<file path="config.mk">
export PLATFORM = sky130hd
export DESIGN_NAME = mouse_motion_smoother_top
export DESIGN_NICKNAME = d
export VERILOG_FILES = /design/src/rtl/mms_pkg.sv /design/src/rtl/mouse_motion_smoother_top.sv /design/src/rtl/mms_cell.sv /design/src/rtl/mms_mac.sv /design/src/rtl/mms_q14.sv
export SDC_FILE = /design/constraint.sdc
export NUM_CORES = 2
export LEC_CHECK = 0
export BUFFER_PORTS_ARGS = -buffer_cell sky130_fd_sc_hd__buf_4
export CORE_MARGIN = 8
export CORE_UTILIZATION = 50
export CTS_CLUSTER_DIAMETER = 40
export CTS_CLUSTER_SIZE = 24
export DETAILED_ROUTE_END_ITERATION = 6
export PLACE_DENSITY = 0.64
export SYNTH_ARGS = -nofsm -noshare
export SYNTH_HDL_FRONTEND = slang
export SYNTH_SLANG_ARGS = --single-unit
</file>
<file path="constraint.sdc">
create_clock -name clk -period 7.42 [get_ports clk]
set_input_delay 0 -clock clk [delete_from_list [all_inputs] [get_ports clk]]
set_output_delay 0 -clock clk [all_outputs]
set_load 0.03 [all_outputs]
</file>
<file path="src/rtl/mms_pkg.sv">
// Shared types and constants for the mouse motion smoother.
// Used by every module in the rtl folder; depends on nothing.
package mms_pkg;

	localparam int HISTORY_DEPTH_DEF = 10;
	localparam int DECAY_WINDOW_DEF  = 128;

	localparam int MOTION_W = 16;
	localparam int HIST_W   = 17;
	localparam int TIME_W   = 32;
	localparam int SMOOTH_W = 16;

	// Q1.14 output: fraction bits, quotient bits and plus one
	localparam int Q_FRAC = 14;
	localparam int QUO_W  = 15;
	localparam logic signed [SMOOTH_W-1:0] Q_ONE = 16'sd16384;

	typedef struct packed {
		logic signed [MOTION_W-1:0] motion_x;
		logic signed [MOTION_W-1:0] motion_y;
		logic        [TIME_W-1:0]   timestamp;
	} motion_beat_t;

	typedef struct packed {
		logic signed [SMOOTH_W-1:0] smooth_x;
		logic signed [SMOOTH_W-1:0] smooth_y;
	} smooth_beat_t;

	typedef struct packed {
		logic signed [HIST_W-1:0] hx;
		logic signed [HIST_W-1:0] hy;
		logic        [TIME_W-1:0] htime;
	} sample_t;

	typedef struct packed {
		logic shift;
		logic rotate;
	} cell_op_t;

endpackage

</file>
<file path="src/rtl/mouse_motion_smoother_top.sv">
// Mouse motion smoother top level: history cell chain, two MAC units, two Q1.14 converters.
// An input beat passes through the chain walk, then the conversion, then the hand-over to the output
// register; the conversion finishes early when both axes saturate.
// One item at a time: the next beat is accepted only once the result has been loaded into the
// output register, and a stalled output register holds the next result back.
// Reset zeroes the history and empties the output. Uses mms_pkg, mms_cell, mms_mac, mms_q14.
module mouse_motion_smoother_top #(
	parameter int HISTORY_DEPTH      = mms_pkg::HISTORY_DEPTH_DEF,
	parameter int DECAY_WINDOW_TICKS = mms_pkg::DECAY_WINDOW_DEF
) (
	input  logic                  clk,
	input  logic                  arst_n,
	input  logic                  motion_valid,
	output logic                  motion_stall,
	input  mms_pkg::motion_beat_t motion,
	output logic                  smooth_valid,
	input  logic                  smooth_stall,
	output mms_pkg::smooth_beat_t smooth
);

	localparam int DW  = $clog2(DECAY_WINDOW_TICKS + 1);
	localparam int PW  = mms_pkg::HIST_W + DW + 1;
	localparam int AW  = PW + HISTORY_DEPTH;
	localparam int CNTW = $clog2(HISTORY_DEPTH + 3);

	localparam logic [1:0] ST_IDLE = 2'd0;
	localparam logic [1:0] ST_WALK = 2'd1;
	localparam logic [1:0] ST_CONV = 2'd2;
	localparam logic [1:0] ST_OUT  = 2'd3;

	logic [1:0]                   state_q;
	logic [CNTW-1:0]              cnt_q;
	logic [mms_pkg::TIME_W-1:0]   now_q;
	logic                         smooth_valid_q;
	mms_pkg::smooth_beat_t        smooth_q;

	logic                         accept;
	logic                         reading;
	logic                         conv_start;
	mms_pkg::cell_op_t            op;
	mms_pkg::sample_t             fresh;
	mms_pkg::sample_t             chain [HISTORY_DEPTH];
	logic [mms_pkg::TIME_W-1:0]   age;
	logic                         in_window;

	logic signed [mms_pkg::HIST_W-1:0] hx_s1;
	logic signed [mms_pkg::HIST_W-1:0] hy_s1;
	logic [DW-1:0]                     d_s1;
	logic                              v_s1;

	logic signed [AW-1:0]                acc_x;
	logic signed [AW-1:0]                acc_y;
	logic                                busy_x;
	logic                                busy_y;
	logic signed [mms_pkg::SMOOTH_W-1:0] res_x;
	logic signed [mms_pkg::SMOOTH_W-1:0] res_y;

	assign motion_stall = (state_q != ST_IDLE);
	assign accept       = motion_valid & ~motion_stall;
	assign reading      = (state_q == ST_WALK) && (cnt_q < CNTW'(HISTORY_DEPTH));
	assign conv_start   = (state_q == ST_WALK) && (cnt_q == CNTW'(HISTORY_DEPTH + 2));

	assign op.shift  = accept;
	assign op.rotate = reading;

	// negate on entry; -32768 becomes +32768 in 17 bits
	assign fresh.hx    = -{motion.motion_x[mms_pkg::MOTION_W-1], motion.motion_x};
	assign fresh.hy    = -{motion.motion_y[mms_pkg::MOTION_W-1], motion.motion_y};
	assign fresh.htime = motion.timestamp;

	for (genvar i = 0; i < HISTORY_DEPTH; i++) begin : g_cell
		mms_cell u_cell (
			.clk    (clk),
			.arst_n (arst_n),
			.op     (op),
			.newer  ((i == 0) ? fresh : chain[(i + HISTORY_DEPTH - 1) % HISTORY_DEPTH]),
			.older  (chain[(i + 1) % HISTORY_DEPTH]),
			.sample (chain[i])
		);
	end

	// the head cell presents newest first as the chain rotates
	assign age       = now_q - chain[0].htime;
	assign in_window = (age < mms_pkg::TIME_W'(DECAY_WINDOW_TICKS));

	always_ff @(posedge clk or negedge arst_n) begin
		if (!arst_n) begin
			v_s1 <= 1'b0;
		end else begin
			v_s1 <= reading;
		end
	end

	always_ff @(posedge clk) begin
		hx_s1 <= chain[0].hx;
		hy_s1 <= chain[0].hy;
		d_s1  <= in_window ? DW'(DW'(DECAY_WINDOW_TICKS) - age[DW-1:0]) : '0;
	end

	mms_mac #(.DW(DW), .AW(AW)) u_mac_x (
		.clk (clk), .arst_n (arst_n), .clr (accept), .en (v_s1),
		.h (hx_s1), .d (d_s1), .acc (acc_x)
	);

	mms_mac #(.DW(DW), .AW(AW)) u_mac_y (
		.clk (clk), .arst_n (arst_n), .clr (accept), .en (v_s1),
		.h (hy_s1), .d (d_s1), .acc (acc_y)
	);

	mms_q14 #(.DEPTH(HISTORY_DEPTH), .WIN(DECAY_WINDOW_TICKS), .AW(AW)) u_q14_x (
		.clk (clk), .arst_n (arst_n), .start (conv_start), .acc (acc_x),
		.busy (busy_x), .res (res_x)
	);

	mms_q14 #(.DEPTH(HISTORY_DEPTH), .WIN(DECAY_WINDOW_TICKS), .AW(AW)) u_q14_y (
		.clk (clk), .arst_n (arst_n), .start (conv_start), .acc (acc_y),
		.busy (busy_y), .res (res_y)
	);

	always_ff @(posedge clk or negedge arst_n) begin
		if (!arst_n) begin
			state_q <= ST_IDLE;
			cnt_q   <= '0;
		end else begin
			unique case (state_q)
				ST_IDLE: begin
					if (accept) begin
						state_q <= ST_WALK;
						cnt_q   <= '0;
					end
				end
				ST_WALK: begin
					cnt_q <= cnt_q + CNTW'(1);
					if (conv_start) state_q <= ST_CONV;
				end
				ST_CONV: if (!busy_x && !busy_y) state_q <= ST_OUT;
				ST_OUT:  if (!smooth_valid_q || !smooth_stall) state_q <= ST_IDLE;
				default: state_q <= ST_IDLE;
			endcase
		end
	end

	always_ff @(posedge clk) begin
		if (accept) begin
			now_q <= motion.timestamp;
		end
	end

	// output register: load when empty or being drained
	always_ff @(posedge clk or negedge arst_n) begin
		if (!arst_n) begin
			smooth_valid_q <= 1'b0;
		end else if ((state_q == ST_OUT) && (!smooth_valid_q || !smooth_stall)) begin
			smooth_valid_q <= 1'b1;
		end else if (!smooth_stall) begin
			smooth_valid_q <= 1'b0;
		end
	end

	always_ff @(posedge clk) begin
		if ((state_q == ST_OUT) && (!smooth_valid_q || !smooth_stall)) begin
			smooth_q.smooth_x <= res_x;
			smooth_q.smooth_y <= res_y;
		end
	end

	assign smooth_valid = smooth_valid_q;
	assign smooth       = smooth_q;

endmodule

</file>
<file path="src/rtl/mms_cell.sv">
// One history cell: holds a sample, shifts in from the newer side or
// rotates in from the older side. Depends on mms_pkg.
module mms_cell (
	input  logic              clk,
	input  logic              arst_n,
	input  mms_pkg::cell_op_t op,
	input  mms_pkg::sample_t  newer,
	input  mms_pkg::sample_t  older,
	output mms_pkg::sample_t  sample
);

	mms_pkg::sample_t sample_q;

	always_ff @(posedge clk or negedge arst_n) begin
		if (!arst_n) begin
			sample_q <= '0;
		end else if (op.shift) begin
			sample_q <= newer;
		end else if (op.rotate) begin
			sample_q <= older;
		end
	end

	assign sample = sample_q;

endmodule

</file>
<file path="src/rtl/mms_mac.sv">
// Per-axis multiply and Horner accumulate: acc = 2*acc + h*d.
// Depends on mms_pkg.
module mms_mac #(
	parameter int DW = 8,
	parameter int AW = 36
) (
	input  logic                               clk,
	input  logic                               arst_n,
	input  logic                               clr,
	input  logic                               en,
	input  logic signed [mms_pkg::HIST_W-1:0]  h,
	input  logic        [DW-1:0]               d,
	output logic signed [AW-1:0]               acc
);

	localparam int PW = mms_pkg::HIST_W + DW + 1;

	logic signed [PW-1:0] prod_s2;
	logic                 v_s2;
	logic signed [AW-1:0] acc_q;

	always_ff @(posedge clk or negedge arst_n) begin
		if (!arst_n) begin
			v_s2 <= 1'b0;
		end else begin
			v_s2 <= en & ~clr;
		end
	end

	always_ff @(posedge clk) begin
		prod_s2 <= h * $signed({1'b0, d});
	end

	always_ff @(posedge clk or negedge arst_n) begin
		if (!arst_n) begin
			acc_q <= '0;
		end else if (clr) begin
			acc_q <= '0;
		end else if (v_s2) begin
			acc_q <= (acc_q <<< 1) + {{(AW-PW){prod_s2[PW-1]}}, prod_s2};
		end
	end

	assign acc = acc_q;

endmodule

</file>
<file path="src/rtl/mms_q14.sv">
// Per-axis conversion: floor(acc * 2^14 / DEN), saturated to plus/minus one,
// by a reciprocal multiply and a single correction step. Depends on mms_pkg.
module mms_q14 #(
	parameter int DEPTH = mms_pkg::HISTORY_DEPTH_DEF,
	parameter int WIN   = mms_pkg::DECAY_WINDOW_DEF,
	parameter int AW    = 36
) (
	input  logic                                 clk,
	input  logic                                 arst_n,
	input  logic                                 start,
	input  logic signed [AW-1:0]                 acc,
	output logic                                 busy,
	output logic signed [mms_pkg::SMOOTH_W-1:0]  res
);

	// DEN = WIN * DEPTH * 2^(DEPTH-1): the power of two goes as a shift,
	// WIN * DEPTH as a multiply by its scaled reciprocal
	localparam logic [63:0] WD    = 64'(WIN) * 64'(DEPTH);
	localparam logic [63:0] DEN   = WD << (DEPTH - 1);
	localparam int          DENW  = $clog2(DEN);
	localparam int          NW    = DENW + mms_pkg::Q_FRAC;
	localparam int          SW    = $clog2(WD) + mms_pkg::Q_FRAC;
	localparam int          CBW   = $clog2(WD + 64'd1);
	localparam int          RW    = CBW + 1;
	localparam logic [63:0] RECIP = (64'd1 << SW) / WD;
	localparam int          MW    = $clog2(RECIP + 64'd1);
	localparam int          QW    = mms_pkg::QUO_W;

	localparam logic [AW-1:0]  DEN_C    = AW'(DEN);
	localparam logic [MW-1:0]  RECIP_C  = MW'(RECIP);
	localparam logic [CBW-1:0] WD_C     = CBW'(WD);
	localparam logic [NW-1:0]  LOW_MASK = NW'((64'd1 << (DEPTH - 1)) - 64'd1);

	localparam logic [2:0] Q_IDLE = 3'd0;
	localparam logic [2:0] Q_PREP = 3'd1;
	localparam logic [2:0] Q_MUL  = 3'd2;
	localparam logic [2:0] Q_BACK = 3'd3;
	localparam logic [2:0] Q_FIX  = 3'd4;

	logic [2:0]                          state_q;
	logic                                neg_q;
	logic [AW-1:0]                       mag_q;
	logic [SW-1:0]                       num_q;
	logic                                sticky_q;
	logic [QW-1:0]                       quo_q;
	logic [RW-1:0]                       rem_q;
	logic signed [mms_pkg::SMOOTH_W-1:0] res_q;

	logic [AW-1:0]                abs_acc;
	logic [NW-1:0]                num_full;
	logic [SW+MW-1:0]             est;
	logic [QW+CBW-1:0]            back;
	logic [SW-1:0]                diff;
	logic                         ge;
	logic                         exact;
	logic [QW-1:0]                quo_fix;
	logic [mms_pkg::SMOOTH_W-1:0] quo_ext;

	assign abs_acc  = acc[AW-1] ? AW'(-acc) : AW'(acc);
	assign num_full = {mag_q[DENW-1:0], {mms_pkg::Q_FRAC{1'b0}}};
	// estimate is low by at most one
	assign est      = num_q * RECIP_C;
	assign back     = quo_q * WD_C;
	assign diff     = num_q - SW'(back);
	assign ge       = (rem_q >= RW'(WD_C));
	assign exact    = !sticky_q && ((rem_q == '0) || (rem_q == RW'(WD_C)));
	// negative values round away from zero in magnitude when inexact
	assign quo_fix  = quo_q + QW'(ge) + QW'(neg_q & ~exact);
	assign quo_ext  = {1'b0, quo_fix};

	always_ff @(posedge clk or negedge arst_n) begin
		if (!arst_n) begin
			state_q <= Q_IDLE;
		end else begin
			unique case (state_q)
				Q_IDLE: if (start) state_q <= Q_PREP;
				Q_PREP: state_q <= (mag_q >= DEN_C) ? Q_IDLE : Q_MUL;
				Q_MUL:  state_q <= Q_BACK;
				Q_BACK: state_q <= Q_FIX;
				Q_FIX:  state_q <= Q_IDLE;
				default: state_q <= Q_IDLE;
			endcase
		end
	end

	always_ff @(posedge clk) begin
		unique case (state_q)
			Q_IDLE: begin
				if (start) begin
					neg_q <= acc[AW-1];
					mag_q <= abs_acc;
				end
			end
			Q_PREP: begin
				if (mag_q >= DEN_C) begin
					res_q <= neg_q ? -mms_pkg::Q_ONE : mms_pkg::Q_ONE;
				end
				num_q    <= SW'(num_full >> (DEPTH - 1));
				sticky_q <= |(num_full & LOW_MASK);
			end
			Q_MUL: begin
				quo_q <= QW'(est >> SW);
			end
			Q_BACK: begin
				rem_q <= RW'(diff);
			end
			Q_FIX: begin
				res_q <= neg_q ? -$signed(quo_ext) : $signed(quo_ext);
			end
			default: begin
			end
		endcase
	end

	assign busy = (state_q != Q_IDLE);
	assign res  = res_q;

endmodule
</file>
==> impl_results.md <==
- Root Buffer: clkbuf_16
- Crit path from: u_q14_x.num_q[6]
- Layout area overhead: 13.0%
- Post-synth top flop: dfrtp_1
- Sequential power share: 0.389
- Outcome: finished, final reports clean
- First-pass GRT wire length: 253,000 um
- Number of port buffers: 101
- RSZ-0062 raised after global routing: no
- Slew @ Worst Pin: approximately 1300 ps
- Crit Reg-Reg Startpoint: u_q14_x.num_q[6]
- Core area: 141,000 um2
- Pre-antenna DRT Iters: 6
- Gr usage total: 0.194
- Startpoint Class: flop
- F_max: 0.148 GHz
- Count of cell types in the netlist: 84
- Post-CTS Setup Bufs: 0
- Final setup vio count: 0
- Sw Ratio: 0.385
- Largest net degree at the start of global routing: 257
- Clock share of power: 0.287
- Leakage power: approximately 38 nW
- Util after Layout: 0.566
- Comb pwr share: 0.323
- Clk sinks: 1,095
- Row count: approximately 140
- Register-to-register setup slack: 690 ps
- Vias in the first global route: 50,900
- Wirelength per Cell: between 15 and 20 um
- Setup TNS: 0 ps
- Die X: 392 um
- FF-to-FF End: u_q14_x.quo_q[14]
- Fin crit share: 0.908
- Initial core utilization: 0.501
- Crit path capture: u_q14_x.quo_q[14]
- Hold crit path type: in2reg
- Skew-Pair Late Insertion Delay: 790 ps
- Skew final: 25.4 ps
- Vias: about 52,000
- Residual DRC count: 0
- Placed instance count: 9,423
- Post-Layout Cell Count: about 9,900
- Grt ovf: 0
- Power consumption: 26.7 mW
- Max-slew violation count: 0
- CTS Buf Count: 157
- Post-layout nets: a little under 9,000
- Aggregate routed wire length: 149,000 um
- P per Cell Area: 335 nW/um2
- CTS tree: yes
- Vias per Instance: 5.32
- FF-to-FF path depth: 22
- Layout cell share with drive strength beyond 1: 0.0603
- Post-Synthesis Cells: 7,751
- Final ANT Viol Nets: 0
- Die Y-Extent: ~390 um
- Worst slew margin: 0.149
- CTS clk-pin slew, worst paths: 60 ps
- Syn Std Cell Area: 70,500 um2
- Crit end category: flop
- Final HPWL DP: 103,000 um
- Initial antenna violation count: 5
- Die area: 153,000 um2
- GP Congestion: between 0.8 and 0.9
- Syn Nets: between 8,000 and 9,000
- Int Pwr: approximately 16 mW
- Register area share after synthesis: 0.400
- CTS HTree Levels: 4
- Mapped Avg Cell Area: 9.10 um2
- Synthesized flop and latch total: 1,095
- I/O pin cnt: 102
- CP Data Arrival Time: 7260 ps
- P_sw: 10.3 mW
- Minimum clock period: 6730 ps
- Ys async rst share: 0.682
- YS warnings: 0
- Detailed router's first-iteration violation count: 3,730
- WP data required: 7940 ps
- Largest fanout on the critical path: 7
- Max IR drop VDD: between 0.3 and 0.4 mV
- EDFF count, synth: 254
- Final Hold Viols: 0
- Setup CP Type: reg2reg
- Max cap viols: 0
- CTS Buffer Depth: 3
[per-stage QoR]
stage | setup WS, ps | hold slack, ps | area, um2
final | 686 | 85.1 | 79700
after CTS | 667 | 1.76 | 79700
after detailed placement | 682 | -44.6 | 72800
after floorplan | 927 | -296 | 70500
after global placement | 744 | -48.2 | 72800
after global routing | 242 | 49.5 | 79700
[power by group through the flow]
stage	registers, mW	clock network, mW	logic (mW)
floorplan	9.94	0	6.89
global placement	10.4	0	8.30
detailed placement	10.5	0	8.60
CTS	10.4	7.87	8.69
global route	10.8	8.14	9.86
finish	10.4	7.68	8.64
[state kept, by name, summed over array words and instances (netlist names), 17 cells and up]
signal                cells
u_mac_x.acc              36
hx_s1                    17
u_q14_x.num_q            20
g_cell.u_cell.sample    660
hy_s1                    17
u_mac_x.prod_s2          26
u_q14_y.mag_q            36
now_q                    32
smooth                   32
u_mac_y.acc              36
u_q14_x.mag_q            36
u_mac_y.prod_s2          26
u_q14_y.num_q            20
[area by class of cell]
cell class / count / area, um2
Fill cell: 12300 / 61000
Multi-Input combinational cell: 5525 / 38100
Sequential cell: 1095 / 28200
Clock buffer: 182 / 4160
Inverter: 759 / 2860
Timing Repair Buffer: 281 / 2560
Tap cell: 1890 / 2360
Clock inverter: 114 / 1420
Antenna cell: 6 / 15.0
[synth_stat cells (15+ instances only)]
cell type  count  share of area
a211oi_1      17         0.0018
a21o_1        70         0.0075
a21oi_1      174          0.012
a31oi_1      679          0.060
and2_1       166          0.015
and3_1        26         0.0023
buf_1         21         0.0011
clkbuf_1     346          0.018
dfrtp_1      747           0.27
dfxtp_1       94          0.027
edfxtp_1     254           0.11
fa_1         401           0.11
ha_1         506          0.090
inv_1        757          0.040
mux2i_1       49         0.0070
nand2_1     1604          0.085
nand2b_1      27         0.0024
nand3_1       68         0.0048
nand4_1       28         0.0025
nor2_1       881          0.047
nor2b_1       25         0.0022
nor3_1        62         0.0044
nor4_1        22         0.0020
o211ai_1      15         0.0016
o21a_1        24         0.0026
o21ai_0      135         0.0096
o31ai_1       28         0.0030
or3_1         30         0.0027
xnor2_1      234          0.029
xor2_1        78         0.0097
[worst max-delay path: stages (launching register included)]
cell       delay [ps]
edfxtp_1          520
ha_1              440
xor2_1            200
ha_1              270
fa_1              510
fa_1              510
fa_1              550
inv_1              60
fa_1              490
inv_1              40
ha_1              210
or4_1             520
a211oi_1          220
o21ai_0           120
a21oi_1           140
o211ai_1          170
a2111oi_0         430
buf_4             200
o311ai_0          180
nand2_1           190
o311ai_1          180
a21oi_1           240
xnor2_1            90
[worst min path at each step]
stage                          from                          to  cells past startpoint
after CTS                 motion[7]  g_cell[0].u_cell.sample[7]                      4
final                     motion[6]  g_cell[0].u_cell.sample[6]                      4
after global routing      motion[5]  g_cell[0].u_cell.sample[5]                      4
after floorplan              arst_n                    cnt_q[0]                      0
after detailed placement     arst_n  g_cell[5].u_cell.sample[7]                      1
after global placement       arst_n  g_cell[5].u_cell.sample[7]                      1
[cells by family (layout without fill, tap and decap cells)]
kind of cell | after synthesis | after routing | share of synthesized area
multiplexers | 51 | 51 | 0.00727
adder cells (fa/ha/maj) | 907 | 907 | 0.204
AO/OA/AOI/OAI | 1245 | 1245 | 0.111
buffers and inverters | 1131 | 1336 | 0.0603
AND/OR/NAND/NOR | 3009 | 3009 | 0.179
XOR/XNOR | 313 | 313 | 0.0390
flip-flops | 1095 | 1095 | 0.400
other | 0 | 6 | 0
[cells in the final DEF (no fill, tap or decap), types with 25 or more instances in the layout]
cell           count
o21ai_0          135
o31ai_1           28
xor2_1            78
nor2_1           881
nor3_1            62
a21o_1            70
fa_1             401
dlygate4sd3_1    126
nand4_1           28
nor2b_1           25
ha_1             506
inv_6             26
mux2i_1           49
a21oi_1          174
inv_1            756
and2_1           166
nand2_1         1602
a31oi_1          679
xnor2_1          234
nand3_1           68
nand2b_1          27
clkbuf_16        157
dfxtp_1           94
edfxtp_1         254
dfrtp_1          746
buf_4            144
or3_1             30
and3_1            26
[timing repair]
action,4_1_cts,5_1_grt
hold endpoints to repair,694,0
gates resized for setup,0,0
hold buffers,127,0
[routing by layer]
layer  up-vias  track usage  part of all wire  routed length (um)
met5         -            0                 0                   0
met4         0       0.0518             0.020                3000
met3       226       0.0286             0.041                6040
met2       863        0.305              0.45               67600
met1     25300        0.282              0.49               72500
li1      25900            -                 -                   -
(Power assumes the default switching activity.)
